**src/pidg_pkg.sv**
```systemverilog
// Package for the gated-integral PID controller.
// Holds the field widths, the register index codes and the divider handshake type.
// No dependencies.
package pidg_pkg;

  localparam int unsigned DataW    = 32;
  localparam int unsigned DtW      = 31;
  localparam int unsigned AccW     = 48;
  localparam int unsigned FracW    = 16;
  localparam int unsigned MagW     = DataW + 1;
  localparam int unsigned DivNumW  = 50;
  localparam int unsigned DivIter  = DivNumW / 2;
  localparam int unsigned DivCntW  = $clog2(DivIter);
  localparam int unsigned CfgIdxW  = 3;

  typedef enum logic [CfgIdxW-1:0] {
    CFG_GAIN_P       = 3'd0,
    CFG_GAIN_I       = 3'd1,
    CFG_GAIN_D       = 3'd2,
    CFG_ERROR_OFFSET = 3'd3,
    CFG_DRIVE_OFFSET = 3'd4,
    CFG_THRESHOLD    = 3'd5,
    CFG_GATE_MODE    = 3'd6
  } cfg_idx_e;

  typedef struct packed {
    logic start;
    logic neg;
  } div_req_t;

endpackage

```
**src/pidg_div.sv**
```systemverilog
// Radix-4 restoring divider for the derivative rate of the PID controller.
// Divides an unsigned magnitude by the time step, two quotient bits per cycle,
// then applies the sign and saturates to 32 bits. Depends on pidg_pkg.
module pidg_div import pidg_pkg::*; (
  input  logic                    clk_i,
  input  logic                    rst_ni,
  input  div_req_t                req_i,
  input  logic [MagW-1:0]         mag_i,
  input  logic [DtW-1:0]          den_i,
  output logic                    done_o,
  output logic signed [DataW-1:0] quot_o
);

  typedef enum logic [1:0] {
    D_IDLE,
    D_RUN,
    D_FIX
  } div_state_e;

  div_state_e               state_q;
  logic [DivCntW-1:0]       cnt_q;
  logic                     done_q;
  logic [DivNumW-1:0]       dvd_q;
  logic [DtW-1:0]           rem_q;
  logic [DtW-1:0]           den_q;
  logic                     neg_q;
  logic signed [DataW-1:0]  quot_q;

  logic [DtW:0]             r1;
  logic [DtW:0]             r2;
  logic [DtW:0]             r1s;
  logic [DtW:0]             r2s;
  logic                     ge1;
  logic                     ge2;
  logic [DataW-1:0]         sat_val;

  always_comb begin
    r1  = {rem_q, dvd_q[DivNumW-1]};
    ge1 = r1 >= {1'b0, den_q};
    r1s = ge1 ? r1 - {1'b0, den_q} : r1;
    r2  = {r1s[DtW-1:0], dvd_q[DivNumW-2]};
    ge2 = r2 >= {1'b0, den_q};
    r2s = ge2 ? r2 - {1'b0, den_q} : r2;
  end

  always_comb begin
    if (neg_q) begin
      if (dvd_q > {{(DivNumW-DataW){1'b0}}, 1'b1, {(DataW-1){1'b0}}}) begin
        sat_val = {1'b1, {(DataW-1){1'b0}}};
      end else begin
        sat_val = -dvd_q[DataW-1:0];
      end
    end else begin
      if (dvd_q > {{(DivNumW-DataW+1){1'b0}}, {(DataW-1){1'b1}}}) begin
        sat_val = {1'b0, {(DataW-1){1'b1}}};
      end else begin
        sat_val = dvd_q[DataW-1:0];
      end
    end
  end

  always_ff @(posedge clk_i or negedge rst_ni) begin
    if (!rst_ni) begin
      state_q <= D_IDLE;
      cnt_q   <= '0;
      done_q  <= 1'b0;
    end else if (req_i.start) begin
      state_q <= D_RUN;
      cnt_q   <= DivCntW'(DivIter - 1);
      done_q  <= 1'b0;
      dvd_q   <= {1'b0, mag_i, {FracW{1'b0}}};
      rem_q   <= '0;
      den_q   <= den_i;
      neg_q   <= req_i.neg;
    end else begin
      unique case (state_q)
        D_IDLE: begin
        end
        D_RUN: begin
          dvd_q <= {dvd_q[DivNumW-3:0], ge1, ge2};
          rem_q <= r2s[DtW-1:0];
          if (cnt_q == '0) begin
            state_q <= D_FIX;
          end else begin
            cnt_q <= cnt_q - 1'b1;
          end
        end
        D_FIX: begin
          quot_q  <= $signed(sat_val);
          done_q  <= 1'b1;
          state_q <= D_IDLE;
        end
        default: state_q <= D_IDLE;
      endcase
    end
  end

  assign done_o = done_q;
  assign quot_o = quot_q;

endmodule

```
**src/pid_controller_with_integral_gate_core.sv**
```systemverilog
// Top level of the gated-integral PID controller: config registers, microcode
// sequencer, shared 32x33 multiplier, accumulators and output register.
// Depends on pidg_pkg and pidg_div.
//
//  channel  direction  handshake               payload
//  in       input      in_valid_i/in_stall_o   target_i, sample_i, step_time_i
//  out      output     out_valid_o/out_stall_i drive_o
//  cfg      input      cfg_we_i                cfg_idx_i, cfg_wdata_i
//
// One item runs from accept to result through the microcode steps, waiting on the rate
// divider's two-bit steps and its sign/saturate step; the next item is taken in the cycle
// after the result is loaded. Reset clears the config registers, the integral and the
// previous error. A stalled result holds in the output register while the next item is
// already being worked; the last step waits for the slot.
module pid_controller_with_integral_gate_core import pidg_pkg::*; (
  input  logic                    clk_i,
  input  logic                    rst_ni,
  input  logic                    in_valid_i,
  output logic                    in_stall_o,
  input  logic signed [DataW-1:0] target_i,
  input  logic signed [DataW-1:0] sample_i,
  input  logic [DtW-1:0]          step_time_i,
  output logic                    out_valid_o,
  input  logic                    out_stall_i,
  output logic signed [DataW-1:0] drive_o,
  input  logic                    cfg_we_i,
  input  logic [CfgIdxW-1:0]      cfg_idx_i,
  input  logic [DataW-1:0]        cfg_wdata_i
);

  localparam int unsigned Steps  = 11;
  localparam int unsigned PcW    = $clog2(Steps);
  localparam int unsigned ProdW  = DataW + MagW;
  localparam int unsigned SumW   = ProdW + 1;
  localparam int unsigned IntegW = AccW + 2;
  localparam int unsigned ErrW   = DataW + 2;

  typedef enum logic [1:0] { A_ERR, A_GP, A_GI, A_GD } a_sel_e;
  typedef enum logic [2:0] { B_DT, B_ERR, B_AHI, B_ALO, B_RATE } b_sel_e;
  typedef enum logic [1:0] { SUM_KEEP, SUM_INIT, SUM_ADD_SH, SUM_ADD } sum_op_e;
  typedef enum logic [1:0] { C_ALWAYS, C_IN, C_DIV, C_OUT } cond_e;

  typedef struct packed {
    logic    err_ld;
    logic    div_go;
    logic    integ;
    logic    mul_en;
    a_sel_e  a_sel;
    b_sel_e  b_sel;
    sum_op_e sum_op;
    logic    out_ld;
    cond_e   cond;
    logic    last;
  } ctrl_t;

  function automatic ctrl_t rom_word(input logic [PcW-1:0] pc);
    ctrl_t w;
    w = '0;
    unique case (pc)
      4'd0:  w.cond = C_IN;
      4'd1:  begin w.err_ld = 1'b1; w.sum_op = SUM_INIT; end
      4'd2:  begin w.div_go = 1'b1; w.mul_en = 1'b1; w.a_sel = A_ERR; w.b_sel = B_DT; end
      4'd3:  begin w.integ = 1'b1; w.mul_en = 1'b1; w.a_sel = A_GP; w.b_sel = B_ERR; end
      4'd4:  begin
        w.sum_op = SUM_ADD_SH; w.mul_en = 1'b1; w.a_sel = A_GI; w.b_sel = B_AHI;
      end
      4'd5:  begin
        w.sum_op = SUM_ADD; w.mul_en = 1'b1; w.a_sel = A_GI; w.b_sel = B_ALO;
      end
      4'd6:  w.sum_op = SUM_ADD_SH;
      4'd7:  w.cond = C_DIV;
      4'd8:  begin w.mul_en = 1'b1; w.a_sel = A_GD; w.b_sel = B_RATE; end
      4'd9:  w.sum_op = SUM_ADD_SH;
      4'd10: begin w.out_ld = 1'b1; w.cond = C_OUT; w.last = 1'b1; end
      default: w.last = 1'b1;
    endcase
    return w;
  endfunction

  logic signed [DataW-1:0]  gain_p_q, gain_i_q, gain_d_q;
  logic signed [DataW-1:0]  err_off_q, drv_off_q, thr_q;
  logic                     gate_q;

  logic [PcW-1:0]           pc_q, pc_d;
  ctrl_t                    cw;
  logic                     cond_ok;
  logic                     adv;
  logic                     in_acc;

  logic signed [DataW-1:0]  target_q, sample_q;
  logic [DtW-1:0]           dt_q;
  logic signed [DataW-1:0]  err_q, prev_q;
  logic signed [AccW-1:0]   acc_q;
  logic signed [ProdW-1:0]  prod_q;
  logic signed [SumW-1:0]   sum_q;
  logic                     out_valid_q, out_valid_d;
  logic signed [DataW-1:0]  drive_q;

  logic signed [ErrW-1:0]   err_sum;
  logic signed [DataW-1:0]  err_sat;
  logic signed [IntegW-1:0] integ_sum;
  logic signed [AccW-1:0]   integ_sat;
  logic signed [DataW-1:0]  drive_sat;
  logic signed [DataW-1:0]  a_op;
  logic signed [MagW-1:0]   b_op;
  logic signed [ProdW-1:0]  mul_res;
  logic signed [MagW-1:0]   diff;
  logic [MagW-1:0]          diff_mag;
  logic signed [DataW-1:0]  rate_eff;
  logic signed [DataW-1:0]  div_quot;
  logic                     div_done;
  div_req_t                 div_req;

  always_ff @(posedge clk_i or negedge rst_ni) begin
    if (!rst_ni) begin
      gain_p_q  <= '0;
      gain_i_q  <= '0;
      gain_d_q  <= '0;
      err_off_q <= '0;
      drv_off_q <= '0;
      thr_q     <= '0;
      gate_q    <= 1'b0;
    end else if (cfg_we_i) begin
      case (cfg_idx_i)
        CFG_GAIN_P:       gain_p_q  <= $signed(cfg_wdata_i);
        CFG_GAIN_I:       gain_i_q  <= $signed(cfg_wdata_i);
        CFG_GAIN_D:       gain_d_q  <= $signed(cfg_wdata_i);
        CFG_ERROR_OFFSET: err_off_q <= $signed(cfg_wdata_i);
        CFG_DRIVE_OFFSET: drv_off_q <= $signed(cfg_wdata_i);
        CFG_THRESHOLD:    thr_q     <= $signed(cfg_wdata_i);
        CFG_GATE_MODE:    gate_q    <= cfg_wdata_i[0];
        default: begin
        end
      endcase
    end
  end

  assign cw         = rom_word(pc_q);
  assign in_stall_o = (pc_q != '0);
  assign in_acc     = in_valid_i && !in_stall_o;

  always_comb begin
    unique case (cw.cond)
      C_ALWAYS: cond_ok = 1'b1;
      C_IN:     cond_ok = in_valid_i;
      C_DIV:    cond_ok = div_done;
      C_OUT:    cond_ok = !out_valid_q || !out_stall_i;
      default:  cond_ok = 1'b1;
    endcase
  end

  assign adv = cond_ok;

  always_comb begin
    pc_d = pc_q;
    if (adv) begin
      pc_d = cw.last ? '0 : pc_q + 1'b1;
    end
  end

  always_ff @(posedge clk_i or negedge rst_ni) begin
    if (!rst_ni) begin
      pc_q <= '0;
    end else begin
      pc_q <= pc_d;
    end
  end

  // error, saturated to 32 bits
  always_comb begin
    err_sum = ErrW'(target_q) - ErrW'(sample_q) + ErrW'(err_off_q);
    if (err_sum[ErrW-1:DataW-1] != {(ErrW-DataW+1){err_sum[ErrW-1]}}) begin
      err_sat = {err_sum[ErrW-1], {(DataW-1){~err_sum[ErrW-1]}}};
    end else begin
      err_sat = err_sum[DataW-1:0];
    end
  end

  // integral update, saturated to 48 bits
  always_comb begin
    integ_sum = IntegW'(acc_q) + IntegW'(prod_q >>> FracW);
    if (integ_sum[IntegW-1:AccW-1] != {(IntegW-AccW+1){integ_sum[IntegW-1]}}) begin
      integ_sat = {integ_sum[IntegW-1], {(AccW-1){~integ_sum[IntegW-1]}}};
    end else begin
      integ_sat = integ_sum[AccW-1:0];
    end
  end

  always_comb begin
    if (sum_q[SumW-1:DataW-1] != {(SumW-DataW+1){sum_q[SumW-1]}}) begin
      drive_sat = {sum_q[SumW-1], {(DataW-1){~sum_q[SumW-1]}}};
    end else begin
      drive_sat = sum_q[DataW-1:0];
    end
  end

  assign rate_eff = (dt_q == '0) ? '0 : div_quot;

  always_comb begin
    unique case (cw.a_sel)
      A_ERR:   a_op = err_q;
      A_GP:    a_op = gain_p_q;
      A_GI:    a_op = gain_i_q;
      A_GD:    a_op = gain_d_q;
      default: a_op = err_q;
    endcase
    unique case (cw.b_sel)
      B_DT:    b_op = $signed({2'b00, dt_q});
      B_ERR:   b_op = {err_q[DataW-1], err_q};
      B_AHI:   b_op = {acc_q[AccW-1], acc_q[AccW-1:FracW]};
      B_ALO:   b_op = $signed({{(MagW-FracW){1'b0}}, acc_q[FracW-1:0]});
      B_RATE:  b_op = {rate_eff[DataW-1], rate_eff};
      default: b_op = '0;
    endcase
  end

  assign mul_res = a_op * b_op;

  assign diff     = MagW'(err_q) - MagW'(prev_q);
  assign diff_mag = diff[MagW-1] ? MagW'(-diff) : MagW'(diff);

  assign div_req.start = cw.div_go;
  assign div_req.neg   = diff[MagW-1];

  pidg_div u_div (
    .clk_i  (clk_i),
    .rst_ni (rst_ni),
    .req_i  (div_req),
    .mag_i  (diff_mag),
    .den_i  (dt_q),
    .done_o (div_done),
    .quot_o (div_quot)
  );

  always_comb begin
    out_valid_d = out_valid_q;
    if (out_valid_q && !out_stall_i) begin
      out_valid_d = 1'b0;
    end
    if (cw.out_ld && adv) begin
      out_valid_d = 1'b1;
    end
  end

  always_ff @(posedge clk_i or negedge rst_ni) begin
    if (!rst_ni) begin
      acc_q       <= '0;
      prev_q      <= '0;
      out_valid_q <= 1'b0;
    end else begin
      out_valid_q <= out_valid_d;
      if (in_acc) begin
        target_q <= target_i;
        sample_q <= sample_i;
        dt_q     <= step_time_i;
      end
      if (cw.err_ld) begin
        err_q <= err_sat;
      end
      if (cw.div_go) begin
        prev_q <= err_q;
      end
      if (cw.integ) begin
        if (gate_q && (target_q < thr_q)) begin
          acc_q <= '0;
        end else begin
          acc_q <= integ_sat;
        end
      end
      if (cw.mul_en) begin
        prod_q <= mul_res;
      end
      unique case (cw.sum_op)
        SUM_KEEP:   begin
        end
        SUM_INIT:   sum_q <= SumW'(drv_off_q);
        SUM_ADD_SH: sum_q <= sum_q + SumW'(prod_q >>> FracW);
        SUM_ADD:    sum_q <= sum_q + SumW'(prod_q);
        default:    begin
        end
      endcase
      if (cw.out_ld && adv) begin
        drive_q <= drive_sat;
      end
    end
  end

  assign out_valid_o = out_valid_q;
  assign drive_o     = drive_q;

endmodule

```
**config.mk**
```make
export PLATFORM = sky130hd
export DESIGN_NAME = pid_controller_with_integral_gate_core
export DESIGN_NICKNAME = d
export VERILOG_FILES = /design/src/pidg_pkg.sv /design/src/pidg_div.sv /design/src/pid_controller_with_integral_gate_core.sv
export SDC_FILE = /design/constraint.sdc
export NUM_CORES = 2
export LEC_CHECK = 0
export ABC_AREA = 0
export BUFFER_PORTS_ARGS = -buffer_cell sky130_fd_sc_hd__clkbuf_2
export CAP_MARGIN = 0
export CORE_MARGIN = 5
export CORE_UTILIZATION = 55
export CTS_CLUSTER_SIZE = 24
export DETAILED_ROUTE_END_ITERATION = 16
export PLACE_DENSITY = 0.77
export SLEW_MARGIN = 20
export SYNTH_ARGS = -nofsm -noshare
export SYNTH_HDL_FRONTEND = slang
export SYNTH_HIERARCHICAL = 1
export SYNTH_SLANG_ARGS = --single-unit
```
**constraint.sdc**
```tcl
create_clock -name clk_i -period 20.6 [get_ports clk_i]
set_clock_uncertainty 0.15 [all_clocks]
set_input_delay 1.03 -clock clk_i [delete_from_list [all_inputs] [get_ports clk_i]]
set_output_delay 1.03 -clock clk_i [all_outputs]
set_load 0.01 [all_outputs]
```
# == Yosys cells after proc, flatten, opt, wreduce, memory -nomap -nowiden ==
# Index checks and enable logic that the tools add are counted.
# op_classes
addsub,12
n_mul,1
div,0
n_lt_le_gt_ge,5
n_eq_ne,37
shift,0
mux,36
bitwise_logic,4
reduce_logical,40
# op_table
op,count
one-hot mux 66 bit (3 select lines),1
2-to-1 mux 32 bit,6
one-hot mux 33 bit (5 select lines),1
one-hot mux 32 bit (4 select lines),1
2-to-1 mux 48 bit,2
2-to-1 mux 31 bit,3
adder 66 x 49 -> 66 bit,1
adder 66 x 65 -> 66 bit,1
subtractor 32 x 32 -> 33 bit,2
multiplier 32 x 33 -> 65 bit,1
>= comparator 32 x 31 -> 1 bit,2
subtractor 31 bit,2
adder 48 x 49 -> 50 bit,1
> comparator 50 x 31 -> 1 bit (second input constant),1
> comparator 50 x 32 -> 1 bit (second input constant),1
2-to-1 mux 50 bit,1
2-to-1 mux 49 bit,1
adder 33 x 32 -> 34 bit,1
!= test 34 bit,1
2-to-1 mux 33 bit,1
negation 33 bit,1
less-than comparator 32 bit,1
negation 32 bit,1
AND reduction 2 bit,16
other kinds (37),85
# word_totals
reg_bits,721
latchBits,0
ram_bits,0
mem_bits_ro,0
in_bits,135
elab_cells,162
n_memories,0

# == Logic depth before layout (Yosys ltp) ==
# depth
word_depth,6
mapped_depth,41
mapped_depth_nobuf,37

# == Modules after synthesis ==
# Netlist, hierarchy kept.
# by_module_without_submodules
module,n_inst,cells_per_inst,area_per_inst_um2
pid_controller_with_integral_gate_core,1,7486,70933.0
pidg_div,1,1060,10601.4

# == Worst setup path before layout ==
# OpenSTA, ideal clock, no wires.
# synth_timing
kind,register to register
from,register pc_q[1]
to,register prod_q[64] (data pin)
t_arrival_ns,9.672
setup_slack_ns,10.522
path_stages_with_launch,34
period_less_slack_ns,10.078
cell_sequence,dfrtp_1 inv_1 ha_1 clkbuf_1 nor2_1 nor2_1 nor2_1 nand2_1 clkbuf_1 clkbuf_1 o21a_1 clkbuf_1 nand2_1 fa_1 inv_1 fa_1 fa_1 fa_1 inv_1 fa_1 inv_1 fa_1 inv_1 fa_1 inv_1 fa_1 ha_1 a21o_1 a21o_1 or3b_2 nor3_1 o41ai_2 or4_1 and4_1
# synth_between
elab_chain_len,5
elab_cells_between_ends,18
# synth_lines
element,line,text
"start, declared",pid_controller_with_integral_gate_core.sv:84,"logic [PcW-1:0] pc_q, pc_d;"
"start signal, assigned",pid_controller_with_integral_gate_core.sv:165,pc_q <= pc_d;
"equality test 4 bit, or another cell as far along",pid_controller_with_integral_gate_core.sv:59,unique case (pc)
one-hot mux 6 bit (5 select lines) (*),pid_controller_with_integral_gate_core.sv:59,
"equality test 3 bit, or another cell as far along",pid_controller_with_integral_gate_core.sv:207,unique case (cw.b_sel)
one-hot mux 33 bit (5 select lines) or one-hot mux 32 bit (4 select lines) (tied branches),"pid_controller_with_integral_gate_core.sv:207, pid_controller_with_integral_gate_core.sv:200",
multiplier 32 x 33 -> 65 bit (*),pid_controller_with_integral_gate_core.sv:217,assign mul_res = a_op * b_op;
via mul_res[64],pid_controller_with_integral_gate_core.sv:106,logic signed [ProdW-1:0] mul_res;
"end signal, assigned",pid_controller_with_integral_gate_core.sv:271,prod_q <= mul_res;
"end, declared",pid_controller_with_integral_gate_core.sv:94,logic signed [ProdW-1:0] prod_q;
# The timed path passes the listed nets; every way through them passes the cells marked *.
# A chain may end at the register's enable or synchronous reset.

# == Worst setup path after layout ==
# Same ends and word-level chain as after synthesis.

==> flow_metrics.py <==
metrics = {
    "cts": {
        "cts-root-buf": "clkbuf_16",
        "cts_tree": "built",
        "ctsHtreeMaxLevel": 3,
        "clock_sinks": 721,
        "cts_buffer_depth": 3,
        "clock_latency_ns": 0.72,
        "path_clk_slew_ns": 0.06,
        "post_cts_buffers": 0,
        "cts_hold_buf": 0,
        "numCtsBuffers": 80,
        "cts_resized": 0,
    },
    "detailed_routing": {
        "avgViaCountPerCell": 6.13,
        "wl_per_cell_um": 24.4,
        "wl_um": 257000,
        "drc": 0,
        "drt-initial-drc-count": 6020,
        "drt.antenna.violating_nets": 0,
        "vias": 64700,
        "first_pass_iters": 7,
    },
    "yosys": {
        "synthMostInstantiatedCell": "inv_1",
        "synth_top_area_share": 0.277,
        "ys_async_sr_fraction": 0.397,
        "synth_top_area_cell": "fa_1",
        "synth_seq_cells": 721,
        "syn_area_sq_mm": 0.0815,
        "synth_area_per_cell_sq_um": 9.54,
        "ys_types": 108,
        "synth_enable_flop_cells": 435,
        "syn_inst": 8546,
        "yosysSeqAreaShare": 0.248,
        "syn-num-nets": 10300,
        "synthTopCellsByCount": "inv_1, fa_1, nand2_1",
        "synth_warnings": 6,
        "synthFlopType": "edfxtp_1",
        "synth_area_leaders": "fa_1, edfxtp_1, dfrtp_1, ha_1, inv_1",
    },
    "cells_and_area": {
        "final_nets": 10300,
        "drive_above_1_share": 0.0918,
        "area_growth_pct": 7.61,
        "fin_util": 0.595,
        "nFillCells": 12300,
        "fin_cells": 10500,
        "design_area_sq_mm": 0.0877,
    },
    "sta": {
        "hold_viol": 0,
        "fin_ws_ns": 7.78,
        "period_share": 0.622,
        "max_slew_margin": 0.177,
        "maxSlewViolCount": 0,
        "period_minus_slack_ns": 12.82,
        "setup_viol": 0,
        "worst_pin_slew_ns": 1.23,
        "max_freq_ghz": 0.0780,
        "rsz0062_at_grt": "no",
        "setup_tns_ns": 0,
    },
    "place": {
        "dp.final_hpwl_um": 201000,
        "portBuffers": 168,
        "place_area_sq_mm": 0.0849,
        "dp_cells": 10400,
        "finalWeightedCongestion": 1.02,
        "dp_slack_ns": 8.12,
    },
    "pwr": {
        "peakVddDrop_mv": 0.0852,
        "p_leak_nw": 40.3,
        "power_density_mw_per_mm2": 43.7,
    },
    "global_routing": {
        "antenna_found_initial": 15,
        "grt-ovfl-total": 0,
        "grt_pass1_vias": 66500,
        "grt_max_degree": 117,
        "track_usage": 0.330,
        "grt_first_pass_wirelength_um": 397000,
    },
    "die": {
        "io_pins": 169,
        "fp-row-count": 141,
        "dieArea_sq_mm": 0.156,
        "die_w_um": 395,
        "core_sq_mm": 0.147,
        "fp.dieH_um": 395,
        "start_util": 0.553,
    },
    "setup_path": {
        "crit_top_cell": "fa_1",
        "r2r_start": "pc_q[1]",
        "worst_path_largest_cell_delay_ns": 1.00,
        "r2r-end": "prod_q[64]",
        "cp_data_required_time_ns": 20.90,
        "cp-end-kind": "flop",
        "rr_worst_depth": 33,
        "critPathLaunchType": "flop",
        "r2r_slack_ns": 7.78,
        "cpMaxStageDelayCell": "fa_1",
        "arrival_ns": 13.11,
        "crit_path_max_fanout": 56,
        "worstSetupPathType": "flop to flop",
    },
    "flow_run": {
        "maxCapViolations": 0,
    },
    "min_path": {
        "hp-class": "primary input to async pin",
    },
    "outcome": {
        "status": "completed",
    },
}
through the flow:
| step | total power [mW] | hold WS (ns) |
|---|---|---|
| floorplan | 2.16 | 0.302 |
| global placement | 2.31 | 0.336 |
| detailed placement | 2.33 | 0.343 |
| CTS | 3.85 | 0.126 |
| global route | 3.99 | 0.163 |
| finish | 3.84 | 0.141 |
power by group:
group          total [mW]  internal, mW  switching [mW]
Sequential           1.70          1.64          0.0552
Clock                1.51         0.861           0.652
Combinational       0.624         0.272           0.352
worst max path at each step:
stage                       start    endpoint  slack (ns)  depth (start not counted)
after floorplan           pc_q[1]  prod_q[64]       10.52                         33
after global placement    pc_q[1]  prod_q[64]        8.51                         33
after detailed placement  pc_q[1]  prod_q[64]        8.12                         33
after CTS                 pc_q[1]  prod_q[64]        8.04                         33
after global routing      pc_q[1]  prod_q[64]        7.40                         33
final                     pc_q[1]  prod_q[64]        7.78                         33
cell usage in the layout, fill, tap and decap left out, types with 68 or more instances in the layout:
cell / instances
ha_1: 466
inv_1: 1363
nor2_1: 705
nand2_1: 1078
clkbuf_2: 167
a22o_1: 68
fa_1: 1127
nor3_1: 72
buf_4: 143
a21o_1: 186
nand3_1: 119
edfxtp_1: 435
nand2b_1: 89
a21oi_1: 307
dfrtp_1: 286
o21ai_0: 290
a221o_1: 90
xnor2_1: 181
mux2_2: 220
clkbuf_16: 80
xor2_1: 117
sequential cells by signal (all words and copies together), names as in the netlist, 48 cells and up:
register,cells
prod_q,65
sum_q,66
acc_q,48
u_div/dvd_q,50
critical path, delay by kind of cell, from the launching register on:
kind / cells / cell delay, ns
buf+inv: 7 / 1.07
fa+ha+maj: 10 / 5.29
flops: 1 / 0.41
compound gates: 4 / 1.46
simple gates: 12 / 4.09
layout make-up:
type | instances | area [sq um] | area share
Inverter | 1365 | 5120 | 0.0584
Sequential cell | 721 | 20200 | 0.230
Clock buffer | 94 | 2100 | 0.0240
Multi-Input combinational cell | 6059 | 55200 | 0.629
Antenna cell | 9 | 22.5 | 0.000257
Clock inverter | 55 | 693 | 0.00790
Tap cell | 1930 | 2410 | 0.0275
Timing Repair Buffer | 313 | 1960 | 0.0223
metal layers:
layer | global-route usage | share of wire | up-vias
met2 | 0.504 | 0.44 | 3340
li1 | - | - | 28200
met3 | 0.0923 | 0.11 | 792
met1 | 0.431 | 0.39 | 32300
met5 | 0 | 0.00016 | -
met4 | 0.175 | 0.067 | 6
logic make-up (layout without fill, tap and decap cells):
group	Yosys count	count (layout)	share of synthesized area
buf+inv	1766	1827	0.0818
simple gates	2392	2392	0.128
xor+xnor	298	298	0.0320
compound gates	1526	1526	0.128
other cells	0	9	0
mux	250	250	0.0341
flops	721	721	0.248
fa+ha+maj	1593	1593	0.348
No activity file was read; power rests on OpenSTA's default activity.
